===== config.mk =====
export PLATFORM = sky130hd
export DESIGN_NAME = nearest_palette_color_search
export DESIGN_NICKNAME = d
export VERILOG_FILES = /design/src/design/npcs_pkg.sv /design/src/design/npcs_cell.sv /design/src/design/npcs_dist.sv /design/src/design/nearest_palette_color_search.sv
export SDC_FILE = /design/constraint.sdc
export NUM_CORES = 2
export LEC_CHECK = 0
export ABC_AREA = 1
export BUFFER_PORTS_ARGS = -buffer_cell sky130_fd_sc_hd__buf_2
export CORE_ASPECT_RATIO = 1.1
export CORE_MARGIN = 2
export CORE_UTILIZATION = 65
export CTS_CLUSTER_DIAMETER = 60
export DETAILED_ROUTE_END_ITERATION = 8
export PLACE_DENSITY_LB_ADDON = 0.25
export RECOVER_POWER = 50
export SLEW_MARGIN = 20
export SYNTH_ARGS = -nofsm -noshare
export SYNTH_HDL_FRONTEND = slang
export SYNTH_SLANG_ARGS = --single-unit

===== constraint.sdc =====
create_clock -name i_clk -period 6.4 [get_ports i_clk]
set_input_delay 0.32 -clock i_clk [delete_from_list [all_inputs] [get_ports i_clk]]
set_output_delay 0.32 -clock i_clk [all_outputs]
set_load 0.01 [all_outputs]

===== src/design/npcs_pkg.sv =====
// Shared constants and types for the nearest palette color search.
// No dependencies; npcs_dist and the top level import this package.
package npcs_pkg;

    // Fixed widths of the word fields
    localparam int FIELD_W = 8;
    localparam int INDEX_W = 7;

    // Operation codes carried by an input word
    localparam logic OP_WRITE = 1'b0;
    localparam logic OP_QUERY = 1'b1;

    // Scan control that travels from the ring sequencer to the distance unit
    typedef struct packed {
        logic feed;   // an entry from the head of the ring is presented
        logic first;  // presented entry is palette slot zero
        logic last;   // presented entry is the final palette slot
    } t_scan_ctl;

endpackage


===== src/design/npcs_cell.sv =====
// One cell of the palette ring: holds a valid mark and one RGB color.
// Loads from the write port or takes its neighbor's entry on a shift.
// No package dependencies.
module npcs_cell #(
    parameter int COMPONENT_BITS = 8
) (
    input  logic                        i_clk,
    input  logic                        i_rst_n,
    input  logic                        i_shift,
    input  logic                        i_load,
    input  logic                        i_load_valid,
    input  logic [3*COMPONENT_BITS-1:0] i_load_rgb,
    input  logic                        i_next_valid,
    input  logic [3*COMPONENT_BITS-1:0] i_next_rgb,
    output logic                        o_valid,
    output logic [3*COMPONENT_BITS-1:0] o_rgb
);

    logic                        r_valid;
    logic                        n_valid;
    logic [3*COMPONENT_BITS-1:0] r_rgb;
    logic [3*COMPONENT_BITS-1:0] n_rgb;

    // Load wins over shift; otherwise hold
    always_comb begin
        n_valid = r_valid;
        n_rgb   = r_rgb;
        if (i_load) begin
            n_valid = i_load_valid;
            n_rgb   = i_load_rgb;
        end else if (i_shift) begin
            n_valid = i_next_valid;
            n_rgb   = i_next_rgb;
        end
    end

    always_ff @(posedge i_clk) begin
        if (!i_rst_n) begin
            r_valid <= 1'b0;
        end else begin
            r_valid <= n_valid;
        end
    end

    always_ff @(posedge i_clk) begin
        r_rgb <= n_rgb;
    end

    assign o_valid = r_valid;
    assign o_rgb   = r_rgb;

endmodule


===== src/design/npcs_dist.sv =====
// Distance and running-minimum unit fed from the head of the palette ring.
// Four stages: abs difference, square, sum, compare and update.
// Depends on npcs_pkg (t_scan_ctl).
module npcs_dist #(
    parameter int COMPONENT_BITS = 8,
    parameter int IDX_W          = 7
) (
    input  logic                        i_clk,
    input  logic                        i_rst_n,
    input  npcs_pkg::t_scan_ctl         i_ctl,
    input  logic                        i_entry_valid,
    input  logic [3*COMPONENT_BITS-1:0] i_entry_rgb,
    input  logic [3*COMPONENT_BITS-1:0] i_query_rgb,
    input  logic [IDX_W-1:0]            i_index,
    output logic                        o_done,
    output logic [IDX_W-1:0]            o_index
);
    import npcs_pkg::*;

    localparam int CB    = COMPONENT_BITS;
    localparam int SQ_W  = 2 * CB;
    localparam int SUM_W = 2 * CB + 2;

    // Stage 1: absolute differences
    t_scan_ctl        r1_ctl;
    logic             r1_valid;
    logic [IDX_W-1:0] r1_idx;
    logic [CB-1:0]    r1_diff [3];
    logic [CB-1:0]    n1_diff [3];

    // Stage 2: squares
    t_scan_ctl        r2_ctl;
    logic             r2_valid;
    logic [IDX_W-1:0] r2_idx;
    logic [SQ_W-1:0]  r2_sq [3];
    logic [SQ_W-1:0]  n2_sq [3];

    // Stage 3: distance
    t_scan_ctl        r3_ctl;
    logic             r3_valid;
    logic [IDX_W-1:0] r3_idx;
    logic [SUM_W-1:0] r3_sum;

    // Stage 4: running best
    logic             r_found;
    logic [SUM_W-1:0] r_best;
    logic [IDX_W-1:0] r_best_idx;
    logic             r_done;
    logic             n_found;
    logic [SUM_W-1:0] n_best;
    logic [IDX_W-1:0] n_best_idx;
    logic             base_found;
    logic [SUM_W-1:0] base_best;
    logic [IDX_W-1:0] base_idx;
    logic             take;

    always_comb begin
        for (int c = 0; c < 3; c++) begin
            if (i_entry_rgb[c*CB +: CB] >= i_query_rgb[c*CB +: CB]) begin
                n1_diff[c] = i_entry_rgb[c*CB +: CB] - i_query_rgb[c*CB +: CB];
            end else begin
                n1_diff[c] = i_query_rgb[c*CB +: CB] - i_entry_rgb[c*CB +: CB];
            end
        end
    end

    always_comb begin
        for (int c = 0; c < 3; c++) begin
            n2_sq[c] = SQ_W'(r1_diff[c]) * SQ_W'(r1_diff[c]);
        end
    end

    // Restart the minimum on slot zero; strict less-than keeps the lowest index on ties
    always_comb begin
        base_found = r3_ctl.first ? 1'b0 : r_found;
        base_best  = r3_ctl.first ? '0 : r_best;
        base_idx   = r3_ctl.first ? '0 : r_best_idx;
        take       = r3_valid && (!base_found || (r3_sum < base_best));
        n_found    = r_found;
        n_best     = r_best;
        n_best_idx = r_best_idx;
        if (r3_ctl.feed) begin
            n_found    = base_found | take;
            n_best     = take ? r3_sum : base_best;
            n_best_idx = take ? r3_idx : base_idx;
        end
    end

    always_ff @(posedge i_clk) begin
        if (!i_rst_n) begin
            r1_ctl  <= '0;
            r2_ctl  <= '0;
            r3_ctl  <= '0;
            r_found <= 1'b0;
            r_done  <= 1'b0;
        end else begin
            r1_ctl  <= i_ctl;
            r2_ctl  <= r1_ctl;
            r3_ctl  <= r2_ctl;
            r_found <= n_found;
            r_done  <= r3_ctl.feed & r3_ctl.last;
        end
    end

    always_ff @(posedge i_clk) begin
        r1_valid   <= i_entry_valid;
        r1_idx     <= i_index;
        r1_diff    <= n1_diff;
        r2_valid   <= r1_valid;
        r2_idx     <= r1_idx;
        r2_sq      <= n2_sq;
        r3_valid   <= r2_valid;
        r3_idx     <= r2_idx;
        r3_sum     <= SUM_W'(r2_sq[0]) + SUM_W'(r2_sq[1]) + SUM_W'(r2_sq[2]);
        r_best     <= n_best;
        r_best_idx <= n_best_idx;
    end

    assign o_done  = r_done;
    assign o_index = r_best_idx;

endmodule


===== src/design/nearest_palette_color_search.sv =====
// Top level of the nearest palette color search: palette ring, scan sequencer,
// distance unit and output register.
// Depends on npcs_pkg, npcs_cell and npcs_dist.
//
//  Channel  | Direction | Handshake          | Word
//  ---------+-----------+--------------------+------------------------------------------
//  input    | in        | i_valid / o_stall  | operation, entry_index, entry_valid, RGB
//  output   | out       | o_valid / i_stall  | color_index (one per query word)
//
//  A write word loads the addressed cell at the accepting edge.
//  A query word rotates the palette ring once past the distance unit, one entry
//  per cycle, then four pipeline stages drain into the output register.
//  Reset (synchronous, active low) clears every valid mark at once; no sweep.
//  o_stall is high while a query is in flight, and for query words while a result waits;
//  write words are still taken while a result is held under i_stall.
module nearest_palette_color_search #(
    parameter int PALETTE_SIZE   = 128,
    parameter int COMPONENT_BITS = 8
) (
    input  logic                           i_clk,
    input  logic                           i_rst_n,
    input  logic                           i_valid,
    output logic                           o_stall,
    input  logic                           i_operation,
    input  logic [npcs_pkg::INDEX_W-1:0]   i_entry_index,
    input  logic                           i_entry_valid,
    input  logic [npcs_pkg::FIELD_W-1:0]   i_red,
    input  logic [npcs_pkg::FIELD_W-1:0]   i_green,
    input  logic [npcs_pkg::FIELD_W-1:0]   i_blue,
    output logic                           o_valid,
    input  logic                           i_stall,
    output logic [npcs_pkg::INDEX_W-1:0]   o_color_index
);
    import npcs_pkg::*;

    localparam int CB    = COMPONENT_BITS;
    localparam int IDX_W = $clog2(PALETTE_SIZE);
    localparam logic [IDX_W-1:0] LAST_IDX = IDX_W'(PALETTE_SIZE - 1);

    logic              in_accept;
    logic              wr_accept;
    logic              qry_accept;
    logic [3*CB-1:0]   load_rgb;

    // Ring of cells; the head is cell zero and each cell takes from its upper neighbor
    logic              c_valid [PALETTE_SIZE];
    logic [3*CB-1:0]   c_rgb   [PALETTE_SIZE];

    // Scan sequencer
    logic              r_scanning;
    logic              n_scanning;
    logic [IDX_W-1:0]  r_scan_idx;
    logic [IDX_W-1:0]  n_scan_idx;
    logic              r_busy;
    logic              n_busy;
    logic [3*CB-1:0]   r_query_rgb;
    t_scan_ctl         scan_ctl;

    logic              dist_done;
    logic [IDX_W-1:0]  dist_index;

    // Output register
    logic                 r_out_valid;
    logic                 n_out_valid;
    logic [INDEX_W-1:0]   r_out_index;
    logic [INDEX_W-1:0]   n_out_index;

    assign in_accept  = i_valid & ~o_stall;
    assign wr_accept  = in_accept && (i_operation == OP_WRITE)
                        && (32'(i_entry_index) < 32'(PALETTE_SIZE));
    assign qry_accept = in_accept && (i_operation == OP_QUERY);

    // Keep only the low COMPONENT_BITS of each component; red sits lowest
    assign load_rgb = {CB'(i_blue), CB'(i_green), CB'(i_red)};

    // Stall while a query is in flight; hold off a new query while the last result waits
    assign o_stall = r_busy | (r_out_valid & (i_operation == OP_QUERY));

    for (genvar k = 0; k < PALETTE_SIZE; k++) begin : g_cell
        localparam int NEXT = (k + 1) % PALETTE_SIZE;
        npcs_cell #(
            .COMPONENT_BITS (CB)
        ) u_cell (
            .i_clk        (i_clk),
            .i_rst_n      (i_rst_n),
            .i_shift      (r_scanning),
            .i_load       (wr_accept && (32'(i_entry_index) == 32'(k))),
            .i_load_valid (i_entry_valid),
            .i_load_rgb   (load_rgb),
            .i_next_valid (c_valid[NEXT]),
            .i_next_rgb   (c_rgb[NEXT]),
            .o_valid      (c_valid[k]),
            .o_rgb        (c_rgb[k])
        );
    end

    // The ring makes one full turn per query, so it ends where it started and
    // slot numbers line up with cell numbers again whenever the block is idle
    always_comb begin
        scan_ctl.feed  = r_scanning;
        scan_ctl.first = r_scanning && (r_scan_idx == '0);
        scan_ctl.last  = r_scanning && (r_scan_idx == LAST_IDX);
    end

    always_comb begin
        n_scanning = r_scanning;
        n_scan_idx = r_scan_idx;
        n_busy     = r_busy;
        if (qry_accept) begin
            n_scanning = 1'b1;
            n_scan_idx = '0;
            n_busy     = 1'b1;
        end else if (r_scanning) begin
            // advance one slot; drop out of the scan after the last one
            n_scan_idx = r_scan_idx + 1'b1;
            if (r_scan_idx == LAST_IDX) begin
                n_scanning = 1'b0;
            end
        end
        if (dist_done) begin
            n_busy = 1'b0;
        end
    end

    npcs_dist #(
        .COMPONENT_BITS (CB),
        .IDX_W          (IDX_W)
    ) u_dist (
        .i_clk         (i_clk),
        .i_rst_n       (i_rst_n),
        .i_ctl         (scan_ctl),
        .i_entry_valid (c_valid[0]),
        .i_entry_rgb   (c_rgb[0]),
        .i_query_rgb   (r_query_rgb),
        .i_index       (r_scan_idx),
        .o_done        (dist_done),
        .o_index       (dist_index)
    );

    // Capture the result; hold it until the downstream side takes the word
    always_comb begin
        n_out_valid = r_out_valid;
        n_out_index = r_out_index;
        if (dist_done) begin
            n_out_valid = 1'b1;
            n_out_index = INDEX_W'(dist_index);
        end else if (r_out_valid && !i_stall) begin
            n_out_valid = 1'b0;
        end
    end

    always_ff @(posedge i_clk) begin
        if (!i_rst_n) begin
            r_scanning  <= 1'b0;
            r_scan_idx  <= '0;
            r_busy      <= 1'b0;
            r_out_valid <= 1'b0;
        end else begin
            r_scanning  <= n_scanning;
            r_scan_idx  <= n_scan_idx;
            r_busy      <= n_busy;
            r_out_valid <= n_out_valid;
        end
    end

    always_ff @(posedge i_clk) begin
        if (qry_accept) begin
            r_query_rgb <= load_rgb;
        end
        r_out_index <= n_out_index;
    end

    assign o_valid       = r_out_valid;
    assign o_color_index = r_out_index;

`ifndef SYNTHESIS
    a_out_not_scanning : assert property (@(posedge i_clk) disable iff (!i_rst_n)
        r_out_valid |-> !r_scanning)
        else $error("result held while the ring is scanning");

    a_done_while_busy : assert property (@(posedge i_clk) disable iff (!i_rst_n)
        dist_done |-> r_busy)
        else $error("distance unit finished with no query in flight");

    a_scan_from_query : assert property (@(posedge i_clk) disable iff (!i_rst_n)
        $rose(r_scanning) |-> $past(in_accept && (i_operation == OP_QUERY)))
        else $error("scan started without an accepted query word");
`endif

endmodule

== Yosys cells after proc, flatten, opt, wreduce, memory -nomap -nowiden ==
Index checks and enable logic that the tools add are counted.

* Bits of input ports: 37
* Output and inout port bits: 9
* Register bits: 3391

* $add $sub $neg: 9
* Equality and inequality tests: 128
* Mux-type cells: 525
* Reductions and logical operators: 272
* $mul: 3
* Magnitude comparators: 4
* Bitwise gates (word level): 8

{| class="wikitable"
|+ Operators with widths
! cell !! count
|-
| $mux W24 || 256
|-
| $eq A7 B7 Y1 const B || 65
|-
| $mux W1 || 262
|-
| $reduce_bool A2 Y1 || 130
|-
| $eq A7 B6 Y1 const B || 32
|-
| $logic_and A1 B1 Y1 || 134
|-
| $eq A7 B5 Y1 const B || 16
|-
| $eq A7 B4 Y1 const B || 8
|-
| $mul A8 B8 Y16 || 3
|-
| $sub A8 B8 Y8 || 6
|-
| $mux W18 || 2
|-
| $eq A7 B3 Y1 const B || 4
|-
| $ge A8 B8 Y1 || 3
|-
| $mux W8 || 3
|-
| $add A18 B16 Y18 || 1
|-
| $lt A18 B18 Y1 || 1
|-
| $add A16 B16 Y17 || 1
|-
| $eq A7 B2 Y1 const B || 2
|-
| $logic_not A7 Y1 || 2
|-
| $mux W7 || 2
|-
| $add A7 B1 Y7 const B || 1
|-
| $eq A7 B1 Y1 const B || 1
|-
| $reduce_or A2 Y1 || 2
|-
| $and A1 B1 Y1 || 3
|-
| other kinds (5) || 9
|}

== Logic depth before layout (Yosys ltp) ==
* Word-level depth: 7
* Mapped depth: 22
* Gate-level depth less buffers: 22

== Cells and area by module ==
Synthesis repeated with hierarchy kept, for this count alone.

* Cells, all modules: 16013
* Area total of the unflattened synthesis: 158981.2 um^2

{| class="wikitable"
|+ By module, submodules not included
! module !! seq. area each (um^2) !! instances !! area each (um^2) !! cells an instance
|-
| npcs_cell || 740.7 || 128 || 1127.3 || 111
|-
| npcs_dist || 3193.1 || 1 || 12326.8 || 1509
|-
| nearest_palette_color_search || 1131.1 || 1 || 2356.0 || 296
|}

== Least setup slack after synthesis ==
OpenSTA, ideal clock, no wires.

* Path type: reg2reg
* Start: reg u_dist.r1_diff[5] (netlist bit)
* End: reg u_dist.r2_sq[13] (netlist bit)
* Arrival time: 3.857 ns
* Period minus slack after synthesis: 3.970 ns
* Setup slack: 2.430 ns
* Cell stages (with the launch flop): 18
* Cells stage by stage: dfxtp_1 > clkbuf_1 > nand2_1 > inv_1 > fa_1 > fa_1 > inv_1 > fa_1 > fa_1 > inv_1 > ha_1 > a21oi_1 > a21boi_0 > o21ai_0 > nand2_1 > nand2_1 > nand2_1 > nand2_1

{| class="wikitable"
|+ RTL lines
! item !! line !! text
|-
| from (decl) || npcs_dist.sv:28 || <nowiki>logic [CB-1:0] r1_diff [3];</nowiki>
|-
| from (signal assigned) || npcs_dist.sv:108 || <nowiki>r1_diff <= n1_diff;</nowiki>
|-
| to (signal assigned) || npcs_dist.sv:111 || <nowiki>r2_sq <= n2_sq;</nowiki>
|-
| to (decl) || npcs_dist.sv:35 || <nowiki>logic [SQ_W-1:0] r2_sq [3];</nowiki>
|}

== Worst setup path in the final report ==
* Start: reg r_out_valid (netlist: o_valid)
* End: reg g_cell[107].u_cell.r_rgb[3], enable pin

* Longest elaborated chain between the ends: 7

{| class="wikitable"
|+ Ends and longest elaborated chain
! item !! line !! text
|-
| from (decl) || nearest_palette_color_search.sv:63 || <nowiki>logic r_out_valid;</nowiki>
|-
| from (signal assigned) || nearest_palette_color_search.sv:162 || <nowiki>r_out_valid <= n_out_valid;</nowiki>
|-
| $and A1 B1 Y1 || nearest_palette_color_search.sv:77 || <nowiki>assign o_stall = r_busy | (r_out_valid & (i_operation == OP_QUERY));</nowiki>
|-
| $or A1 B1 Y1 || nearest_palette_color_search.sv:77 ||
|-
| $not A1 Y1 || nearest_palette_color_search.sv:68 || <nowiki>assign in_accept = i_valid & ~o_stall;</nowiki>
|-
| $and A1 B1 Y1 || nearest_palette_color_search.sv:68 ||
|-
| $logic_and A1 B1 Y1 || nearest_palette_color_search.sv:69 || <nowiki>assign wr_accept = in_accept && (i_operation == OP_WRITE)</nowiki>
|-
| $logic_and A1 B1 Y1 || nearest_palette_color_search.sv:87 || <nowiki>.i_load (wr_accept && (32'(i_entry_index) == 32'(k))),</nowiki>
|-
| $reduce_bool A2 Y1 (no source line) || n/a ||
|-
| to (signal assigned) || npcs_cell.sv:46 || <nowiki>r_rgb <= n_rgb;</nowiki>
|-
| to (decl) || npcs_cell.sv:21 || <nowiki>logic [3*COMPONENT_BITS-1:0] r_rgb;</nowiki>
|}

Every way passes these cells.
A chain may end at the register's enable or synchronous reset.

==> results.md <==
* Outcome: complete, but fails checks
* Failing checks: DRC, capacitance limit, slew limit
* Nets@finish at 12900
* Synth unique cells at 41
* Final Hold Viols at 0
* Mapped Cells at about 13000
* Lkg Pwr at 0.0620 uW
* Synth Register Bits at 3388
* Chip width at 453 microns
* Max clock buf depth at 4
* Die Y at ~500 microns
* Hold Crit Class: primary input to flop
* CTS sink cnt at 3388
* # fillers at 14900
* Root buf cell: clkbuf_16
* Post-synthesis adder-cell area fraction at between 2 and 3%
* Synth Area in XOR/XNOR at 0.710%
* Final Max Tran Viols at about 1500
* PostCTS Resize Cnt at 0
* DR vias at 96600
* Setup TNS at 0 ns
* CTS tree: built
* Wire per inst at 22.5 microns
* Final cell count without fillers at around 16000
* FMAX at about 0.19 GHz
* Compound-Gate Fraction of Synth Area at around an eighth
* I/O Buffers at 45
* Initial drt markers at 13500
* Worst EP arrival at about 5.9 ns
* Post-Synth Simple-Gate Area at 11.6%
* Final Wtd Congestion at 0.917
* RSZ-0062 raised after global routing: no
* Number of global-route vias before repair at 92200
* Skew-Pair Late Insertion Delay at 1.00 ns
* Final setup vio count at 0
* Relative slew margins at -42.7%
* Placed cells at 15100
* First-pass iteration count of the detailed router at 9
* Clk slew on worst S/H paths at approximately 0.06 ns
* CP max FO at 51
* Global route total overflow at 0
* Power Density at 343 nW/um^2
* Largest net degree at the start of global routing at 112
* Die ar. at 226000 sq um
* Worst setup SP type: flop
* WS Path Type: flop to flop
* Area Growth Syn to Fin at 8.39%
* I/O Pins at 46
* Std-Cell Rows at around 180
* Crit path time final at 5.29 ns
* Final Skew at 0.0943 ns
* Endpoint class of the critical path: flop
* Cts bufs inserted at 342
* Register area share after synthesis at 68.7%
* Postcts setup bufs at 0
* Initial Util at 65.3%
* Initial antenna violation count at 17
* Vias/cell at just over 6
* Worst vdd ir at 0.000322 V
* Layout cells sized above 1 at 5.21%
* Syn avg cell area at 11.0 sq um
* Mapped Nets at 13400
* Core ar. at 221000 sq um
* CP Data Required Time at 6.97 ns
* Largest family of logic cells by synthesized area: compound AO/OA/AOI/OAI gates
* Period utilization at 82.6%
* Finished Cell Area at approximately 160000 sq um
* DP Area at 145000 sq um
* DR DRC count at 2
* Max_cap viols at 29
* Post-DRT Antenna Nets at 0
* Gr usage total at 31.1%
* DPL Wire Length at 203000 microns
* First-pass GRT wire length at 538000 microns
* Cell area after synthesis at 144000 sq um
* Syn. warnings at 0
* CTS HTree Levels at 5
* Post-synthesis mux area share at 0.208%
* Final wirelength at between 300000 and 400000 microns
* Least-Margin Pin Slew at 2.14 ns
Yosys cell counts, drive strengths merged:
master | instances | area share (%)
nand3b | 1 | 0.0052
or2 | 4 | 0.017
o2111ai | 3 | 0.018
buf | 31 | 0.11
nand4 | 14 | 0.061
o211a | 23 | 0.16
o221ai | 3 | 0.018
a21boi | 2 | 0.010
o31ai | 1 | 0.0052
clkbuf | 1070 | 2.8
o211ai | 73 | 0.38
o21bai | 3 | 0.016
a31oi | 3 | 0.013
a21oi | 93 | 0.32
o21a | 3 | 0.016
fa | 78 | 1.1
a21o | 5 | 0.026
nand3 | 134 | 0.46
a211oi | 36 | 0.19
nor2 | 287 | 0.82
xor2 | 82 | 0.50
nand2 | 3925 | 10
edfxtp | 3128 | 65
mux2i | 30 | 0.21
nor3 | 10 | 0.043
ha | 186 | 1.6
inv | 417 | 1.1
dfxtp | 260 | 3.6
clkinv | 10 | 0.026
o21ai | 3130 | 11
xnor2 | 35 | 0.21
worst max-delay path, cell delays in order, from the launching register on:
cell      delay (ns)
dfxtp_1         0.33
nand2_1         0.06
nand2_1         0.09
nor3_1          0.93
inv_1           0.88
nor2_1          0.52
clkbuf_1        0.81
nand2_1         0.14
buf_4           0.32
nand2_1         0.76
through the flow:
stage / total power [uW] / hold slack, ns / setup WS [ns] / utilization, %
6_report: 53700 / 0.206 / 1.11 / 70.8
5_1_grt: 55800 / 0.211 / 0.918 / 70.8
4_1_cts: 53800 / 0.134 / 2.10 / 70.9
3_5_place_dp: 34600 / 0.312 / 2.17 / 65.9
3_3_place_gp: 34400 / 0.311 / 2.16 / 65.9
2_1_floorplan: 32300 / 0.310 / 2.43 / -
power by group:
group | internal (uW) | switching, uW | leakage, uW | total, uW
Clock | 11200 | 8260 | 0.00524 | 19500
Sequential | 25700 | 574 | 0.0311 | 26300
Combinational | 2700 | 5240 | 0.0256 | 7940
Total | 39600 | 14100 | 0.0620 | 53700
flip-flops by register name, indices dropped and copies added, names as in the netlist, 7 cells and up:
name	count
r_query_rgb	24
g_cell.u_cell.o_rgb	3072
u_dist.r3_sum	18
o_color_index	7
u_dist.r_best	18
u_dist.r1_diff	24
u_dist.r3_idx	7
g_cell.u_cell.o_valid	128
r_scan_idx	7
u_dist.r2_sq	45
u_dist.r2_idx	7
u_dist.r1_idx	7
u_dist.o_index	7
placed cells by master, fill, tap and decap left out, types with 31 or more instances in the layout:
| cell type | synthesis | final |
|---|---|---|
| inv_1 | 416 | 393 |
| edfxtp_1 | 3128 | 3128 |
| dlygate4sd3_1 | 0 | 31 |
| clkinv_2 | 0 | 39 |
| fa_1 | 78 | 78 |
| ha_1 | 186 | 186 |
| inv_6 | 0 | 32 |
| clkinv_1 | 10 | 46 |
| clkbuf_8 | 0 | 33 |
| o21ai_0 | 3039 | 3118 |
| nand2_1 | 3923 | 3924 |
| clkbuf_1 | 1070 | 162 |
| a21oi_1 | 93 | 93 |
| nand3_1 | 134 | 134 |
| xor2_1 | 82 | 82 |
| o211ai_1 | 73 | 73 |
| a211oi_1 | 35 | 35 |
| xnor2_1 | 35 | 35 |
| nor2_1 | 271 | 272 |
| buf_4 | 0 | 140 |
| clkbuf_16 | 0 | 348 |
| dfxtp_1 | 260 | 259 |
cell type report:
type | instances | area (sq um) | share of cell area [%]
clock inverters | 124 | 1200 | 0.765
well taps | 2928 | 3660 | 2.34
inverters | 427 | 1730 | 1.11
flip-flops and latches | 3388 | 99100 | 63.4
multi-input cells | 8164 | 39400 | 25.2
repair buffers | 249 | 1700 | 1.09
diodes | 15 | 37.5 | 0.0240
clock buffers | 479 | 9530 | 6.10
kinds of logic after synthesis:
group                    count (synthesis)
AO/OA/AOI/OAI                         3378
XOR/XNOR                               117
adder cells (fa/ha/maj)                264
buffers and inverters                 1528
flip-flops                            3388
multiplexers                            30
AND/OR/NAND/NOR                       4375
repair_timing:
item,CTS,global route
hold buffers,31,0
setup endpoints to repair,0,0
endpoints found under the hold margin,184,0
worst paths after layout:
check / start / to / slack, ns / cells past startpoint
min: i_entry_index[5] / g_cell[47].u_cell.o_valid / 0.21 / 8
min reg2reg: u_dist.r2_idx[2] / u_dist.r3_idx[2] / 0.32 / 0
max reg2reg: o_valid / g_cell[107].u_cell.o_rgb[3] / 1.11 / 9
max: o_valid / g_cell[107].u_cell.o_rgb[3] / 1.11 / 9
layer usage:
| layer | share of wire (%) | GRT usage (%) | vias to the layer above |
|---|---|---|---|
| met5 | 0.0071 | 0 | - |
| met1 | 38 | 41.9 | 46200 |
| met2 | 47 | 49.7 | 5289 |
| met4 | 4.1 | 12.9 | 4 |
| li1 | - | - | 44200 |
| met3 | 11 | 6.16 | 866 |
No activity file was read; power rests on OpenSTA's default activity.
